<file path="config.mk">
export PLATFORM = sky130hd
export DESIGN_NAME = button_edge_repeat_qualifier_core
export DESIGN_NICKNAME = d
export VERILOG_FILES = /design/src/design/btnq_pkg.sv /design/src/design/btnq_rem_unit.sv /design/src/design/btnq_dir.sv /design/src/design/button_edge_repeat_qualifier_core.sv
export SDC_FILE = /design/constraint.sdc
export NUM_CORES = 1
export LEC_CHECK = 0
export BUFFER_PORTS_ARGS = -buffer_cell sky130_fd_sc_hd__buf_2
export CAP_MARGIN = 20
export CORE_UTILIZATION = 30
export CTS_CLUSTER_DIAMETER = 150
export DETAILED_ROUTE_END_ITERATION = 7
export GPL_TIMING_DRIVEN = 0
export HOLD_SLACK_MARGIN = 0.02
export PLACE_DENSITY = 0.54
export SLEW_MARGIN = 0
export SYNTH_ARGS = -nofsm -noshare
export SYNTH_HDL_FRONTEND = slang
export SYNTH_HIERARCHICAL = 1
export SYNTH_SLANG_ARGS = --single-unit
</file>
<file path="constraint.sdc">
create_clock -name clk -period 12.9 [get_ports clk]
set_input_delay 1.935 -clock clk [delete_from_list [all_inputs] [get_ports clk]]
set_output_delay 1.935 -clock clk [all_outputs]
set_load 0.01 [all_outputs]
</file>
<file path="src/design/btnq_pkg.sv">
`default_nettype none

package btnq_pkg;

    // fixed field widths
    localparam int THRESH_W = 20;
    localparam int MASK_W   = 17;
    localparam int DIR_W    = 4;
    localparam int FUNC_W   = 3;
    localparam int BTN_W    = 5;
    localparam int AXIS_W   = 8;

    // default sizing
    localparam int DEF_NUM_BUTTONS = 17;
    localparam int DEF_COUNT_BITS  = 32;

    // repeat window, in thresholds
    localparam int REPEAT_START  = 20;
    localparam int REPEAT_PERIOD = 8;
    localparam int START_W       = THRESH_W + $clog2(REPEAT_START);
    localparam int PERIOD_W      = THRESH_W + $clog2(REPEAT_PERIOD);
    // remainder register holds one more bit than the divisor
    localparam int REM_W         = PERIOD_W + 1;

    // item codes
    localparam logic [FUNC_W-1:0] FUNC_TICK    = 3'd0;
    localparam logic [FUNC_W-1:0] FUNC_PRESS   = 3'd1;
    localparam logic [FUNC_W-1:0] FUNC_RELEASE = 3'd2;
    localparam logic [FUNC_W-1:0] FUNC_AXIS_X  = 3'd3;
    localparam logic [FUNC_W-1:0] FUNC_AXIS_Y  = 3'd4;

    // direction buttons
    localparam int BTN_UP    = 13;
    localparam int BTN_DOWN  = 14;
    localparam int BTN_LEFT  = 15;
    localparam int BTN_RIGHT = 16;

    // axis dead zone
    localparam logic signed [AXIS_W-1:0] AXIS_POS_LIMIT = 8'sd25;
    localparam logic signed [AXIS_W-1:0] AXIS_NEG_LIMIT = -8'sd25;

    // keypad direction codes
    localparam logic [DIR_W-1:0] DIR_NONE       = 4'd0;
    localparam logic [DIR_W-1:0] DIR_DOWN_LEFT  = 4'd1;
    localparam logic [DIR_W-1:0] DIR_DOWN       = 4'd2;
    localparam logic [DIR_W-1:0] DIR_DOWN_RIGHT = 4'd3;
    localparam logic [DIR_W-1:0] DIR_LEFT       = 4'd4;
    localparam logic [DIR_W-1:0] DIR_RIGHT      = 4'd6;
    localparam logic [DIR_W-1:0] DIR_UP_LEFT    = 4'd7;
    localparam logic [DIR_W-1:0] DIR_UP         = 4'd8;
    localparam logic [DIR_W-1:0] DIR_UP_RIGHT   = 4'd9;

    // held state of the four direction buttons
    typedef struct packed {
        logic up;
        logic down;
        logic left;
        logic right;
    } dpad_t;

endpackage

`default_nettype wire

</file>
<file path="src/design/btnq_rem_unit.sv">
`default_nettype none

module btnq_rem_unit
    import btnq_pkg::*;
#(
    parameter int COUNT_BITS = DEF_COUNT_BITS
)
(
    input  wire logic                  clk,
    input  wire logic                  rst_n,
    input  wire logic                  start,
    input  wire logic [COUNT_BITS-1:0] dividend,
    input  wire logic [PERIOD_W-1:0]   divisor,
    output logic                       done,
    output logic [REM_W-1:0]           rem
);

    localparam int STEP_W = $clog2(COUNT_BITS);

    logic                  busy_reg, busy_next;
    logic                  done_reg, done_next;
    logic [STEP_W-1:0]     step_reg, step_next;
    logic [COUNT_BITS-1:0] shift_reg, shift_next;
    logic [REM_W-1:0]      rem_reg, rem_next;
    logic [REM_W-1:0]      trial;
    logic [REM_W-1:0]      rem_step;

    // one restoring step: bring down the next dividend bit
    always_comb
    begin
        trial    = {rem_reg[REM_W-2:0], shift_reg[COUNT_BITS-1]};
        rem_step = (trial >= {1'b0, divisor}) ? trial - {1'b0, divisor} : trial;
    end

    // step sequencing
    always_comb
    begin
        busy_next  = busy_reg;
        done_next  = 1'b0;
        step_next  = step_reg;
        shift_next = shift_reg;
        rem_next   = rem_reg;
        if (start)
        begin
            busy_next  = 1'b1;
            step_next  = '0;
            shift_next = dividend;
            rem_next   = '0;
        end
        else if (busy_reg)
        begin
            rem_next   = rem_step;
            shift_next = {shift_reg[COUNT_BITS-2:0], 1'b0};
            step_next  = step_reg + 1'b1;
            if (step_reg == STEP_W'(COUNT_BITS - 1))
            begin
                busy_next = 1'b0;
                done_next = 1'b1;
            end
        end
    end

    // control registers
    always_ff @(posedge clk or negedge rst_n)
    begin
        if (!rst_n)
        begin
            busy_reg <= 1'b0;
            done_reg <= 1'b0;
            step_reg <= '0;
        end
        else
        begin
            busy_reg <= busy_next;
            done_reg <= done_next;
            step_reg <= step_next;
        end
    end

    // datapath registers
    always_ff @(posedge clk)
    begin
        shift_reg <= shift_next;
        rem_reg   <= rem_next;
    end

    assign done = done_reg;
    assign rem  = rem_reg;

endmodule

`default_nettype wire

</file>
<file path="src/design/btnq_dir.sv">
`default_nettype none

module btnq_dir
    import btnq_pkg::*;
(
    input  wire dpad_t            pad,
    output logic [DIR_W-1:0]      dir_four,
    output logic [DIR_W-1:0]      dir_eight
);

    // four-way code, up first, then down, left, right
    always_comb
    begin
        priority if (pad.up)
            dir_four = DIR_UP;
        else if (pad.down)
            dir_four = DIR_DOWN;
        else if (pad.left)
            dir_four = DIR_LEFT;
        else if (pad.right)
            dir_four = DIR_RIGHT;
        else
            dir_four = DIR_NONE;
    end

    // eight-way code, left wins over right
    always_comb
    begin
        priority if (pad.up)
            dir_eight = pad.left ? DIR_UP_LEFT : (pad.right ? DIR_UP_RIGHT : DIR_UP);
        else if (pad.down)
            dir_eight = pad.left ? DIR_DOWN_LEFT : (pad.right ? DIR_DOWN_RIGHT : DIR_DOWN);
        else if (pad.left)
            dir_eight = DIR_LEFT;
        else if (pad.right)
            dir_eight = DIR_RIGHT;
        else
            dir_eight = DIR_NONE;
    end

endmodule

`default_nettype wire

</file>
<file path="src/design/button_edge_repeat_qualifier_core.sv">
// Button edge and auto-repeat qualifier. Keeps a held bit and a saturating
// tick counter per virtual button and, for every input beat (tick, press,
// release, X or Y axis sample), returns one output beat with the pressed,
// trigger, repeat and released masks plus four- and eight-way keypad codes.
// The block works on one beat at a time and stalls its input meanwhile: it
// applies the event in the idle state, then sweeps one button per cycle in
// the scan state while no division is running, then posts the result in the
// done state once the output is free. A held button whose count has reached
// 20 thresholds also runs the shared remainder unit, bit-serial at one bit
// per cycle, and the sweep waits in the divide state until it is done. The
// user must write hold_threshold through the cfg port only while the block
// is idle; the block does not enforce this. The cfg port never stalls.
`default_nettype none

module button_edge_repeat_qualifier_core
    import btnq_pkg::*;
#(
    parameter int NUM_BUTTONS = DEF_NUM_BUTTONS,
    parameter int COUNT_BITS  = DEF_COUNT_BITS
)
(
    input  wire logic                     clk,
    input  wire logic                     rst_n,
    // input channel
    input  wire logic                     in_valid,
    output logic                          in_stall,
    input  wire logic [FUNC_W-1:0]        func,
    input  wire logic [BTN_W-1:0]         button,
    input  wire logic signed [AXIS_W-1:0] axis_value,
    // output channel
    output logic                          out_valid,
    input  wire logic                     out_stall,
    output logic [MASK_W-1:0]             pressed_mask,
    output logic [MASK_W-1:0]             trigger_mask,
    output logic [MASK_W-1:0]             repeat_mask,
    output logic [MASK_W-1:0]             released_mask,
    output logic [DIR_W-1:0]              dir_four,
    output logic [DIR_W-1:0]              dir_eight,
    // configuration channel
    input  wire logic                     cfg_valid,
    output logic                          cfg_ready,
    input  wire logic [THRESH_W-1:0]      cfg_data
);

    localparam int IDX_W = $clog2(NUM_BUTTONS);

    typedef enum logic [3:0] {
        ST_IDLE = 4'b0001,
        ST_SCAN = 4'b0010,
        ST_DIV  = 4'b0100,
        ST_DONE = 4'b1000
    } seq_state_t;

    seq_state_t state_reg, state_next;

    logic [NUM_BUTTONS-1:0] held_reg, held_next;
    logic [COUNT_BITS-1:0]  cnt_reg  [NUM_BUTTONS];
    logic [COUNT_BITS-1:0]  cnt_next [NUM_BUTTONS];
    logic [THRESH_W-1:0]    thresh_reg;
    logic [START_W-1:0]     start_reg;
    logic                   tick_reg, tick_next;
    logic [IDX_W-1:0]       idx_reg, idx_next;

    logic [MASK_W-1:0] acc_pm_reg, acc_pm_next;
    logic [MASK_W-1:0] acc_tm_reg, acc_tm_next;
    logic [MASK_W-1:0] acc_rm_reg, acc_rm_next;
    logic [MASK_W-1:0] acc_fm_reg, acc_fm_next;

    logic              out_valid_reg, out_valid_next;
    logic [MASK_W-1:0] out_pm_reg, out_tm_reg, out_rm_reg, out_fm_reg;
    logic [DIR_W-1:0]  out_d4_reg, out_d8_reg;

    logic                   accept;
    logic                   out_free;
    logic [NUM_BUTTONS-1:0] set_vec, clr_vec, change;
    logic [COUNT_BITS-1:0]  e_cur, e_upd;
    logic                   cur_held;
    logic                   below_t;
    logic                   in_mask;
    logic                   need_div;
    logic [MASK_W-1:0]      bit_sel;
    logic                   last_idx;
    logic                   div_done;
    logic [REM_W-1:0]       div_rem;
    logic [PERIOD_W-1:0]    divisor;
    dpad_t                  pad;
    logic [DIR_W-1:0]       dir4_w, dir8_w;

    assign accept    = (state_reg == ST_IDLE) && in_valid;
    assign in_stall  = (state_reg != ST_IDLE);
    assign out_free  = !out_valid_reg || !out_stall;
    assign cfg_ready = 1'b1;

    // decode the event into buttons to press and release
    always_comb
    begin
        set_vec = '0;
        clr_vec = '0;
        unique case (func)
            FUNC_PRESS:
            begin
                for (int b = 0; b < NUM_BUTTONS; b++)
                begin
                    if ({1'b0, button} == (BTN_W + 1)'(b))
                        set_vec[b] = 1'b1;
                end
            end
            FUNC_RELEASE:
            begin
                for (int b = 0; b < NUM_BUTTONS; b++)
                begin
                    if ({1'b0, button} == (BTN_W + 1)'(b))
                        clr_vec[b] = 1'b1;
                end
            end
            FUNC_AXIS_X:
            begin
                if (axis_value < AXIS_NEG_LIMIT)
                    set_vec[BTN_LEFT] = 1'b1;
                else if (axis_value > AXIS_POS_LIMIT)
                    set_vec[BTN_RIGHT] = 1'b1;
                else
                begin
                    clr_vec[BTN_LEFT]  = 1'b1;
                    clr_vec[BTN_RIGHT] = 1'b1;
                end
            end
            FUNC_AXIS_Y:
            begin
                if (axis_value < AXIS_NEG_LIMIT)
                    set_vec[BTN_UP] = 1'b1;
                else if (axis_value > AXIS_POS_LIMIT)
                    set_vec[BTN_DOWN] = 1'b1;
                else
                begin
                    clr_vec[BTN_UP]   = 1'b1;
                    clr_vec[BTN_DOWN] = 1'b1;
                end
            end
            default:
            begin
                set_vec = '0;
                clr_vec = '0;
            end
        endcase
        change = (set_vec & ~held_reg) | (clr_vec & held_reg);
    end

    // evaluate the button under the sweep pointer
    always_comb
    begin
        e_cur    = cnt_reg[idx_reg];
        e_upd    = (tick_reg && (e_cur != '1)) ? e_cur + 1'b1 : e_cur;
        cur_held = held_reg[idx_reg];
        below_t  = e_upd < COUNT_BITS'(thresh_reg);
        in_mask  = {1'b0, idx_reg} < (IDX_W + 1)'(MASK_W);
        need_div = cur_held && in_mask && (thresh_reg != '0)
                   && (e_upd >= COUNT_BITS'(start_reg));
        bit_sel  = MASK_W'(1'b1) << idx_reg;
        last_idx = idx_reg == IDX_W'(NUM_BUTTONS - 1);
        divisor  = PERIOD_W'(thresh_reg) * PERIOD_W'(REPEAT_PERIOD);
    end

    // counter updates: restart on a change, advance on the sweep
    always_comb
    begin
        for (int b = 0; b < NUM_BUTTONS; b++)
        begin
            cnt_next[b] = cnt_reg[b];
            if (accept && change[b])
                cnt_next[b] = '0;
            else if ((state_reg == ST_SCAN) && (idx_reg == IDX_W'(b)))
                cnt_next[b] = e_upd;
        end
    end

    // sequencer
    always_comb
    begin
        state_next  = state_reg;
        held_next   = held_reg;
        tick_next   = tick_reg;
        idx_next    = idx_reg;
        acc_pm_next = acc_pm_reg;
        acc_tm_next = acc_tm_reg;
        acc_rm_next = acc_rm_reg;
        acc_fm_next = acc_fm_reg;
        unique case (state_reg)
            ST_IDLE:
            begin
                if (in_valid)
                begin
                    held_next   = held_reg ^ change;
                    tick_next   = func == FUNC_TICK;
                    idx_next    = '0;
                    acc_pm_next = '0;
                    acc_tm_next = '0;
                    acc_rm_next = '0;
                    acc_fm_next = '0;
                    state_next  = ST_SCAN;
                end
            end
            ST_SCAN:
            begin
                if (cur_held)
                    acc_pm_next = acc_pm_reg | bit_sel;
                if (cur_held && below_t)
                    acc_tm_next = acc_tm_reg | bit_sel;
                if (!cur_held && below_t)
                    acc_fm_next = acc_fm_reg | bit_sel;
                if (need_div)
                    state_next = ST_DIV;
                else
                begin
                    if (cur_held && below_t)
                        acc_rm_next = acc_rm_reg | bit_sel;
                    if (last_idx)
                        state_next = ST_DONE;
                    else
                        idx_next = idx_reg + 1'b1;
                end
            end
            ST_DIV:
            begin
                if (div_done)
                begin
                    if (div_rem < REM_W'(thresh_reg))
                        acc_rm_next = acc_rm_reg | bit_sel;
                    if (last_idx)
                        state_next = ST_DONE;
                    else
                    begin
                        idx_next   = idx_reg + 1'b1;
                        state_next = ST_SCAN;
                    end
                end
            end
            ST_DONE:
            begin
                if (out_free)
                    state_next = ST_IDLE;
            end
        endcase
    end

    // output beat handshake
    always_comb
    begin
        out_valid_next = out_valid_reg;
        if ((state_reg == ST_DONE) && out_free)
            out_valid_next = 1'b1;
        else if (!out_stall)
            out_valid_next = 1'b0;
    end

    // control and state registers
    always_ff @(posedge clk or negedge rst_n)
    begin
        if (!rst_n)
        begin
            state_reg     <= ST_IDLE;
            held_reg      <= '0;
            tick_reg      <= 1'b0;
            idx_reg       <= '0;
            out_valid_reg <= 1'b0;
            thresh_reg    <= THRESH_W'(1);
            start_reg     <= START_W'(REPEAT_START);
            for (int b = 0; b < NUM_BUTTONS; b++)
            begin
                cnt_reg[b] <= '0;
            end
        end
        else
        begin
            state_reg     <= state_next;
            held_reg      <= held_next;
            tick_reg      <= tick_next;
            idx_reg       <= idx_next;
            out_valid_reg <= out_valid_next;
            for (int b = 0; b < NUM_BUTTONS; b++)
            begin
                cnt_reg[b] <= cnt_next[b];
            end
            if (cfg_valid)
            begin
                thresh_reg <= cfg_data;
                start_reg  <= START_W'(cfg_data) * START_W'(REPEAT_START);
            end
        end
    end

    // mask accumulators and output payload
    always_ff @(posedge clk)
    begin
        acc_pm_reg <= acc_pm_next;
        acc_tm_reg <= acc_tm_next;
        acc_rm_reg <= acc_rm_next;
        acc_fm_reg <= acc_fm_next;
        if ((state_reg == ST_DONE) && out_free)
        begin
            out_pm_reg <= acc_pm_reg;
            out_tm_reg <= acc_tm_reg;
            out_rm_reg <= acc_rm_reg;
            out_fm_reg <= acc_fm_reg;
            out_d4_reg <= dir4_w;
            out_d8_reg <= dir8_w;
        end
    end

    // direction buttons
    assign pad.up    = held_reg[BTN_UP];
    assign pad.down  = held_reg[BTN_DOWN];
    assign pad.left  = held_reg[BTN_LEFT];
    assign pad.right = held_reg[BTN_RIGHT];

    btnq_dir u_dir (
        .pad       (pad),
        .dir_four  (dir4_w),
        .dir_eight (dir8_w)
    );

    // shared remainder unit for the repeat fold
    btnq_rem_unit #(
        .COUNT_BITS (COUNT_BITS)
    ) u_rem (
        .clk      (clk),
        .rst_n    (rst_n),
        .start    ((state_reg == ST_SCAN) && need_div),
        .dividend (e_upd),
        .divisor  (divisor),
        .done     (div_done),
        .rem      (div_rem)
    );

    assign out_valid     = out_valid_reg;
    assign pressed_mask  = out_pm_reg;
    assign trigger_mask  = out_tm_reg;
    assign repeat_mask   = out_rm_reg;
    assign released_mask = out_fm_reg;
    assign dir_four      = out_d4_reg;
    assign dir_eight     = out_d8_reg;

endmodule

`default_nettype wire
</file>
# [Word-level counts from Yosys, hierarchy flattened]
# Cells that the tools add are included.
[word_totals] regBits=822 inputBits=41
[classes] add_sub_neg=4 mul=1 magnitude_cmp=9 eq_ne=53 n_shift=1 mux=114 bitwise=10 n_reduce_logical=79
[op_table] operator="$mux W32" n=39
[op_table] operator="$bmux W32 S5" n=1
[op_table] operator="$mux W17" n=8
[op_table] operator="$pmux W17 S2" n=3
[op_table] operator="$or A17 B17 Y17" n=5
[op_table] operator="$eq A5 B4 Y1 const B" n=16
[op_table] operator="$pmux W17 S3" n=1
[op_table] operator="$mux W4" n=12
[op_table] operator="$logic_and A1 B1 Y1" n=43
[op_table] operator="$eq A5 B3 Y1 const B" n=8
[op_table] operator="$reduce_bool A2 Y1" n=19
[op_table] operator="$and A17 B17 Y17" n=2
[op_table] operator="$add A32 B1 Y32 const B" n=1
[op_table] operator="$ge A32 B25 Y1" n=1
[op_table] operator="$lt A32 B20 Y1" n=1
[op_table] operator="$ne A32 B32 Y1 const B" n=1
[op_table] operator="$mux W1" n=31
[op_table] operator="$mux W5" n=6
[op_table] operator="$mux W13" n=2
[op_table] operator="$ge A24 B23 Y1" n=1
[op_table] operator="$lt A24 B20 Y1" n=1
[op_table] operator="$mux W24" n=1
[op_table] operator="$sub A24 B23 Y24" n=1
[op_table] operator="$mul A20 B3 Y23 const B" n=1
[op_table] operator="other kinds (41)" n=66

# [Logic depth before layout (Yosys ltp)]
# Gate-level depths: netlist (run 1).
[depth] word_depth=12 depth_mapped=35 depth_no_buf=24

# [By module]
# The synthesis (run 1) kept the hierarchy.
[modules_own_cells] module="button_edge_repeat_qualifier_core" n_inst=1 cells_per_inst=2813 area_each_um2=35839.4 seq_area_each_um2=19667.6
[modules_own_cells] module="btnq_rem_unit" n_inst=1 cells_per_inst=425 area_each_um2=4189.0 seq_area_each_um2=1616.6
[modules_own_cells] module="btnq_dir" n_inst=1 cells_per_inst=16 area_each_um2=87.6 seq_area_each_um2=0.0

# [Least setup slack after synthesis (run 1)]
# Ideal clock, no wire load.
[synth_path] path_kind="register to register" from="register idx_reg[0]" to="register acc_fm_reg[0] (enable)" arrival_time_ns=7.327 t_required_ns=12.460 path_slack_ns=5.133 path_stages_with_launch=25 n_path_buf=6 cell_sequence="dfrtp_1 -> buf_6 -> buf_6 -> buf_4 -> buf_4 -> mux4_2 -> a22oi_1 -> nand3_1 -> ha_1 -> and3_1 -> clkbuf_1 -> a21oi_2 -> nand4_1 -> xnor2_1 -> clkbuf_1 -> ha_1 -> a21o_1 -> a21o_1 -> a211oi_1 -> nand3b_1 -> o21ai_0 -> or2_2 -> a311o_1 -> nand4_1 -> o41ai_1"
[synth_between] elab_chain_cells=11 elab_cells_between_ends=15
[synth_rtl] item="start, declared" line_no="button_edge_repeat_qualifier_core.sv:62" text="logic [IDX_W-1:0] idx_reg, idx_next;"
[synth_rtl] item="start signal, assigned" line_no="button_edge_repeat_qualifier_core.sv:278" text="idx_reg <= idx_next;"
[synth_rtl] item="$not A5 Y6 (implied by the code) (*)" line_no="button_edge_repeat_qualifier_core.sv:152" text="e_cur = cnt_reg[idx_reg];"
[synth_rtl] item="$bmux W32 S5 (*)" line_no="button_edge_repeat_qualifier_core.sv:152"
[synth_rtl] item="$mux W32 (implied by the code) (*) (2 in a row)" line_no="button_edge_repeat_qualifier_core.sv:152"
[synth_rtl] item="branches (longest 2 deep; another with $add A32 B1 Y32)"
[synth_rtl] item="$mux W32 (*)" line_no="button_edge_repeat_qualifier_core.sv:153" text="e_upd = (tick_reg && (e_cur != '1)) ? e_cur + 1'b1 : e_cur;"
[synth_rtl] item="net e_upd[6]" line_no="button_edge_repeat_qualifier_core.sv:76" text="logic [COUNT_BITS-1:0] e_cur, e_upd;"
[synth_rtl] item="$lt A32 B20 Y1 (*)" line_no="button_edge_repeat_qualifier_core.sv:155" text="below_t = e_upd < COUNT_BITS'(thresh_reg);"
[synth_rtl] item="$logic_and A1 B1 Y1 (*)" line_no="button_edge_repeat_qualifier_core.sv:209" text="if (!cur_held && below_t)"
[synth_rtl] item="$ne A2 B1 Y1 (no line) (*)"
[synth_rtl] item="$reduce_and A3 Y1 (no line) (*)"
[synth_rtl] item="end signal, assigned" line_no="button_edge_repeat_qualifier_core.sv:298" text="acc_fm_reg <= acc_fm_next;"
[synth_rtl] item="end, declared" line_no="button_edge_repeat_qualifier_core.sv:67" text="logic [MASK_W-1:0] acc_fm_reg, acc_fm_next;"
# Mark *: on every way through the listed nets, which the timed path passes. The select of a mux whose other input is x is not followed.
# A chain may end at the register's enable or synchronous reset.

# [Worst setup path in the final report (run 1)]
[layout_path] from="register idx_reg[3]" to="register u_rem.shift_reg[21] (enable)"
[layout_between] elab_chain_cells=11 elab_cells_between_ends=17
[layout_rtl] item="$not A5 Y6 (implied by the code) (*)" line_no="button_edge_repeat_qualifier_core.sv:152"
[layout_rtl] item="$bmux W32 S5 (*)" line_no="button_edge_repeat_qualifier_core.sv:152"
[layout_rtl] item="$mux W32 (implied by the code) (*) (2 in a row)" line_no="button_edge_repeat_qualifier_core.sv:152"
[layout_rtl] item="branches (longest 2 deep; another with $add A32 B1 Y32)"
[layout_rtl] item="$mux W32 (*)" line_no="button_edge_repeat_qualifier_core.sv:153"
[layout_rtl] item="net e_upd[18]" line_no="button_edge_repeat_qualifier_core.sv:76"
[layout_rtl] item="$ge A32 B25 Y1 (*)" line_no="button_edge_repeat_qualifier_core.sv:158" text="&& (e_upd >= COUNT_BITS'(start_reg));"
[layout_rtl] item="$logic_and A1 B1 Y1 (*)" line_no="button_edge_repeat_qualifier_core.sv:158"
[layout_rtl] item="$logic_and A1 B1 Y1 (*)" line_no="button_edge_repeat_qualifier_core.sv:328" text=".start ((state_reg == ST_SCAN) && need_div),"
[layout_rtl] item="$reduce_bool A2 Y1 (no line) (*)"
[layout_rtl] item="end signal, assigned" line_no="btnq_rem_unit.sv:83" text="shift_reg <= shift_next;"
[layout_rtl] item="end, declared" line_no="btnq_rem_unit.sv:23" text="logic [COUNT_BITS-1:0] shift_reg, shift_next;"
# Marked as above.

==> summary.md, run 1 <==
* 29.9k — number of global-route vias before repair
* 0 — cts hold-fix bufs
* 20.6 nW — leakage power summed over all cells
* 820 — # clock sinks
* 7.23% — synthesized-area fraction occupied by and/or/nand/nor cells
* 0 — final routed DRC violation total
* clkbuf_16 — clock tree root buffer cell
* 29 — reg2reg path depth
* 116 — input/output buffers
* 0 — post-CTS setup buffer count
* flop — Worst setup EP type
* 11.00 ns — clock period minus final worst setup slack
* 21.3% — share of the synthesized area in compound gates (AO/OA/AOI/OAI)
* 0.72 ns — worst-skew pair later-pin latency
* 0 — number of setup violations in the final report
* flop to flop — class of the worst hold path
* 0.935 — final estimated routing congestion in global placement
* 90.9 MHz — peak clock frequency supported by timing
* 21.5% — global routing usage summed across all routing layers
* no — RSZ-0062 raised after global routing
* 32.7% — met2 usage in global routing
* 5.72 — per-cell via count in the routed design
* 107 — library cells used by synthesis
* pressed_mask[15]$_DFFE_PP_ — Endpoint, Worst Hold
* idx_reg[3]$_DFFE_PN0P_ — RR Startpoint
* 0 ns — summed negative setup slack over all endpoints
* 90 — CTS buffer count
* 368 um — width of the chip
* 0.07 ns — post-CTS clock slew at the launch and capture registers of the worst setup and hold paths
* 544 — Largest register FFs
* 17,200 sq um — multi-input combinational cell area
* 0 — Hold Path Stages
* compound AO/OA/AOI/OAI gates — main combinational cell family by area after synthesis
* 11.42 ns — Arr. time, crit path
* 12.3 sq um — average size of a mapped cell
* 33.3% — combinational group share of total power
* 29.2% — fraction of power consumed by the clock network
* 40,100 sq um — cell area after synthesis
* 368 um — overall die height
* 0 — Final Hold Vio Count
* 5,332 — number of standard cells in the layout, taps in and fillers out
* 5 — first-pass iteration count of the detailed router
* 27.6 um — routed wirelength normalized by instance count
* 147,000 um — routed wire length
* 16.1% — Area growth syn-to-layout
* 3,303 — initial DRC count
* 3,254 — count of mapped cells out of synthesis
* 120 — number of primary I/O pins
* 3 — H-tree depth
* finished, final reports clean — outcome
* 5,157 — Cell Count Post-Placement
* 29.6% — met1 track demand over resource in global routing
* 0 — Final ANT Viol Nets
* 3.32 mW — net switching component of the power
* 13.32 ns — required arrival time at the worst endpoint
* 85.3% — share of the clock period used by the worst path
* 9.26 mW — overall power consumption
* 118 — largest net degree at the start of global routing
* 1.90 ns — minimum setup slack among reg-to-reg paths
* 8.74% — multiplexer fraction of the synthesized cell area
* 104 uV — Peak VDD IR
* 105,000 um — estimated wirelength of the detail-placed design
* 133 — row count
* met2 — busiest metal layer after global routing
* 199 nW/um^2 — total power density per cell area
* acc_pm_reg[15]$_SDFFCE_PN0P_ — launch instance of the worst min-delay path
* 12.2% — remaining max-slew budget at the tightest pin
* yes — CTS tree
* 215,000 um — first-pass GRT wire length
* 3,673 — NumNets Final
* dfrtp_1 — ys flop type
* 53.1% — part of the Yosys area used for sequential elements
* 132,000 sq um — area inside the core boundary
* flop to flop — classification of the worst setup path
* dfrtp_1 — most frequent standard cell in the layout excluding fill and tap cells
* 4.09% — Post-Synth Adder-Cell Area
* 30.5k — via total after detailed routing
* 4.32% — GR Util met3
* 820 — Seq cells post-synth
* 1.31% — Post-Synth XOR/XNOR Area
* 5 — initial antenna violation count
* 35.9% — net switching fraction of the power
* 6 — count of yosys warnings during synthesis
* 37.5% — register share of total power
* 30.4% — initial core utilization
* 0 — reported max-cap violation count
* a21o_1 — cell seen most often among critical-path stages
* 3 — Max Buffers Root-to-Sink
* 75.6% — share of flip-flops with an asynchronous set or reset
* flop — kind of start point of the critical path
* 0 — # resized after CTS
* 20 — worst-path maximum fanout
* u_rem/shift_reg[21]$_DFFE_PP_ — capture instance of the worst register-to-register path
* 0 — Pins Over Slew Limit
* 0.87 ns — CP peak stage delay
* 13.0k — fillers
* 0.0650 ns — worst clock skew
* 15.5% — fraction of final layout cells with drive strength greater than 1
* 617 x dfrtp_1, 571 x a22o_1, 195 x clkbuf_1 — top library cells by usage in the layout, fill and taps aside
* xor2_1 — highest-delay cell along the critical path
* 176 — number of synthesized flops with an enable pin
* 5.94 mW — Int Power
* 21,300 sq um — Sequential cell area
* 0 — final global-route overflow total
* 1.32 ns — Worst-Margin Slew
* 135,000 sq um — total die area
kinds of logic (layout without fill, tap and decap cells):
kind of cell    after synthesis  in the layout
compound gates             1088           1088
flops                       820            820
simple gates                565            565
buf+inv                     357            676
mux                         232            232
fa+ha+maj                   130            130
xor+xnor                     59             59
other cells                   3              7
metal layers:
metal | wire length (um) | vias up | share of wire [%]
met5 | 27 | - | 0.018
met4 | 6610 | 4 | 4.5
met2 | 65500 | 1399 | 44
met1 | 64000 | 15765 | 43
met3 | 11200 | 302 | 7.6
li1 | - | 13015 | -
power groups by stage:
| stage | Combinational (mW) | Sequential, mW | Clock [mW] |
|---|---|---|---|
| 6_report | 3.08 | 3.48 | 2.70 |
| 5_1_grt | 3.28 | 3.52 | 2.84 |
| 4_1_cts | 3.05 | 3.47 | 2.74 |
| 3_5_place_dp | 3.04 | 3.51 | 0 |
| 3_3_place_gp | 2.96 | 3.52 | 0 |
| 2_1_floorplan | 2.02 | 3.42 | 0 |
stage by stage:
stage | hold slack [ns] | utilization (%) | setup slack [ns] | cell area [sq um]
after floorplan | 0.427 | - | 5.13 | 40100
after global placement | 0.433 | 32.5 | -4.02 | 42900
after detailed placement | 0.435 | 32.9 | 2.37 | 43400
after CTS | 0.442 | 35.2 | 2.28 | 46500
after global routing | 0.456 | 35.3 | 1.74 | 46600
final | 0.443 | 35.3 | 1.90 | 46600
Yosys cell counts, types with 17 or more instances:
cell type,n,area (sq um)
and2_1,17,106
inv_1,94,353
dfrtp_1,617,15400
o31ai_1,18,135
ha_1,128,1600
a22o_1,571,5000
xnor2_1,37,324
nand4_1,23,144
a211oi_1,20,150
o21ai_0,97,485
mux2i_1,106,1060
clkbuf_1,171,642
a31oi_1,29,181
buf_2,26,130
a21oi_1,85,425
nor4_1,23,144
nor2b_1,22,138
edfxtp_1,176,5290
nand2_1,174,653
xor2_1,21,184
nand3_1,54,270
a22oi_1,55,413
mux4_2,91,2050
mux2_2,35,394
o21a_1,28,210
nor2_1,124,465
dfxtp_1,24,480
a21o_1,74,556
buf_6,20,225
worst max-delay path: cells and delay by family, from the launching register on:
family	cells	cell delay [ns]
compound gates	12	3.28
simple gates	6	1.60
buf+inv	9	4.09
flops	1	0.38
fa+ha+maj	1	0.40
xor+xnor	1	0.87
area by class of cell:
| class | instances | area share, % |
|---|---|---|
| buffer | 259 | 2.83 |
| tap | 1755 | 4.71 |
| timing repair buffer | 153 | 2.43 |
| inverter | 98 | 0.789 |
| multi-input combinational | 2080 | 36.9 |
| clock inverter | 35 | 1.09 |
| antenna | 1 | 0.00537 |
| clock buffer | 131 | 5.53 |
| sequential | 820 | 45.7 |
worst max path at each step:
stage                                          to  cells past startpoint              startpoint
floorplan             acc_fm_reg[0]$_SDFFCE_PN0P_                     24  idx_reg[0]$_DFFE_PN0P_
global placement          held_reg[3]$_DFFE_PN0P_                      1                   rst_n
detailed placement  u_rem/shift_reg[27]$_DFFE_PP_                     29  idx_reg[4]$_DFFE_PN0P_
CTS                 u_rem/shift_reg[20]$_DFFE_PP_                     29  idx_reg[4]$_DFFE_PN0P_
global route        u_rem/shift_reg[20]$_DFFE_PP_                     28  idx_reg[2]$_DFFE_PN0P_
finish              u_rem/shift_reg[21]$_DFFE_PP_                     29  idx_reg[3]$_DFFE_PN0P_
No activity file was read; power rests on OpenSTA's default activity.
==> run 2, diff against run 1 <==
--- a/config.mk
+++ b/config.mk
@@ -7,12 +7,13 @@
 export LEC_CHECK = 0
 export BUFFER_PORTS_ARGS = -buffer_cell sky130_fd_sc_hd__buf_2
 export CAP_MARGIN = 20
-export CORE_UTILIZATION = 30
+export CORE_UTILIZATION = 40
 export CTS_CLUSTER_DIAMETER = 150
 export DETAILED_ROUTE_END_ITERATION = 7
+export GPL_ROUTABILITY_DRIVEN = 1
 export GPL_TIMING_DRIVEN = 0
 export HOLD_SLACK_MARGIN = 0.02
-export PLACE_DENSITY = 0.54
+export PLACE_DENSITY = 0.65
 export SLEW_MARGIN = 0
 export SYNTH_ARGS = -nofsm -noshare
 export SYNTH_HDL_FRONTEND = slang
==> summary.md, run 2 (synthesized netlist as in run 1, its figures left out) <==
* 42,800 sq um — DP Area
* 3,852 — initial DRC count
* 0.993 — final estimated routing congestion in global placement
* no — RSZ-0062 raised after global routing
* 14.4% — Area growth syn-to-layout
* 46.4% — Core Util, Final
* 2.37 ns — pre-CTS worst setup slack
* 31.0k — via total after detailed routing
* 3,674 — NumNets Final
* 0 — final global-route overflow total
* 98,900 sq um — area inside the core boundary
* 102,000 sq um — total die area
* a21o_1 — cell seen most often among critical-path stages
* 120 — number of primary I/O pins
* 319 um — overall die height
* 29 — reg2reg path depth
* 6.36 — per-cell via count in the routed design
* 90.4 MHz — peak clock frequency supported by timing
* 0.0455 ns — worst clock skew
* 0 — reported max-cap violation count
* 88 — CTS buffer count
* 0 — Hold Path Stages
* 0 — Final ANT Viol Nets
* 617 x dfrtp_1, 571 x a22o_1, 186 x clkbuf_1 — top library cells by usage in the layout, fill and taps aside
* 208,000 um — first-pass GRT wire length
* 45,900 sq um — Non-Filler Cell Area, Final
* 4,689 — Cell Count Post-Placement
* flop to flop — classification of the worst setup path
* 40.5% — met2 usage in global routing
* 116 — input/output buffers
* 1.33 ns — Worst-Margin Slew
* 11.06 ns — clock period minus final worst setup slack
* 200 nW/um^2 — total power density per cell area
* 544 — Largest register FFs
* 98,600 um — estimated wirelength of the detail-placed design
* 0.87 ns — CP peak stage delay
* 0 — Final Hold Vio Count
* 29 — Levels on crit path
* 20.5 nW — leakage power summed over all cells
* 0.07 ns — post-CTS clock slew at the launch and capture registers of the worst setup and hold paths
* 140,000 um — routed wire length
* 10.9% — remaining max-slew budget at the tightest pin
* dfrtp_1 — most frequent standard cell in the layout excluding fill and tap cells
* 30.5k — number of global-route vias before repair
* 27.5% — global routing usage summed across all routing layers
* 11.46 ns — Arr. time, crit path
* 19 — worst-path maximum fanout
* met2 — busiest metal layer after global routing
* buffers and inverters — cell family with the largest share of critical-path delay
* 28.8 um — routed wirelength normalized by instance count
* clkbuf_16 — clock tree root buffer cell
* 0 — Pins Over Slew Limit
* 0 — final routed DRC violation total
* 37.0% — met1 track demand over resource in global routing
* 820 — # clock sinks
* 4,867 — number of standard cells in the layout, taps in and fillers out
* yes — CTS tree
* 3 — H-tree depth
* 15.7% — fraction of final layout cells with drive strength greater than 1
* 0 — post-CTS setup buffer count
* finished, final reports clean — outcome
* xor2_1 — highest-delay cell along the critical path
* 40.6% — initial core utilization
* 319 um — width of the chip
* 1.84 ns — smallest setup slack after layout
* 3 — Max Buffers Root-to-Sink
* 115 — row count
* 13.30 ns — required arrival time at the worst endpoint
* 0 — # resized after CTS
* 6.48% — GR Util met3
* 0.69 ns — worst-skew pair later-pin latency
* 6 — first-pass iteration count of the detailed router
* 119 — largest net degree at the start of global routing
* 0 — cts hold-fix bufs
* 85.7% — share of the clock period used by the worst path
* 0 — number of setup violations in the final report
* 131 uV — Peak VDD IR
* 0.448 ns — hold_ws
* 9 — buffer and inverter count on the worst path
* 7 — initial antenna violation count
* flop to flop — class of the worst hold path
* flop — kind of start point of the critical path
* flop — Worst setup EP type
run 2: cell count changes in the layout (fill, tap and decap cells not counted), sizes merged:
cell      delta
clkbuf      -10
buf          +5
bufinv       -2
clkinvlp     +6
clkinv       +1
diode        +3
run 2: stage by stage:
step | setup TNS, ns | total power, mW
CTS | 0 | 9.15
global placement | -1976.84 | 6.43
floorplan | 0 | 5.44
finish | 0 | 9.19
global route | 0 | 9.56
detailed placement | 0 | 6.49
run 2: path summary, 6_finish.rpt:
| path | slack, ns | start | to |
|---|---|---|---|
| min in group asynchronous | 1.25 | rst_n | u_rem/step_reg[3]$_DFFE_PN0P_ |
| min | 0.45 | acc_tm_reg[6]$_SDFFCE_PN0P_ | trigger_mask[6]$_DFFE_PP_ |
| min reg2reg | 0.45 | acc_tm_reg[6]$_SDFFCE_PN0P_ | trigger_mask[6]$_DFFE_PP_ |
| max in group asynchronous | 10.08 | rst_n | cnt_reg[411]$_DFFE_PN0P_ |
| max reg2reg | 1.84 | idx_reg[4]$_DFFE_PN0P_ | u_rem/shift_reg[19]$_DFFE_PP_ |
| max | 1.84 | idx_reg[4]$_DFFE_PN0P_ | u_rem/shift_reg[19]$_DFFE_PP_ |
run 2: report_power, final:
| group | leakage (nW) | total [mW] | switching (mW) | internal, mW |
|---|---|---|---|---|
| clock network | 1.48 | 2.66 | 1.13 | 1.53 |
| logic | 8.75 | 3.06 | 1.87 | 1.19 |
| registers | 10.3 | 3.48 | 0.286 | 3.19 |
run 2: layout make-up:
| cell class | instances | area (sq um) |
|---|---|---|
| fillers | 8902 | 53000 |
| flip-flops and latches | 820 | 21300 |
| multi-input cells | 2080 | 17200 |
| clock buffers | 123 | 2570 |
| well taps | 1287 | 1610 |
| plain buffers | 259 | 1320 |
| repair buffers | 156 | 1070 |
| clock inverters | 40 | 474 |
| inverters | 98 | 368 |
| diodes | 4 | 10.0 |
run 2: per-layer routing:
| metal | share of wire, % | up-vias |
|---|---|---|
| li1 | - | 13039 |
| met1 | 40 | 15691 |
| met2 | 43 | 1791 |
| met3 | 9.8 | 427 |
| met4 | 6.3 | 8 |
| met5 | 0.034 | - |
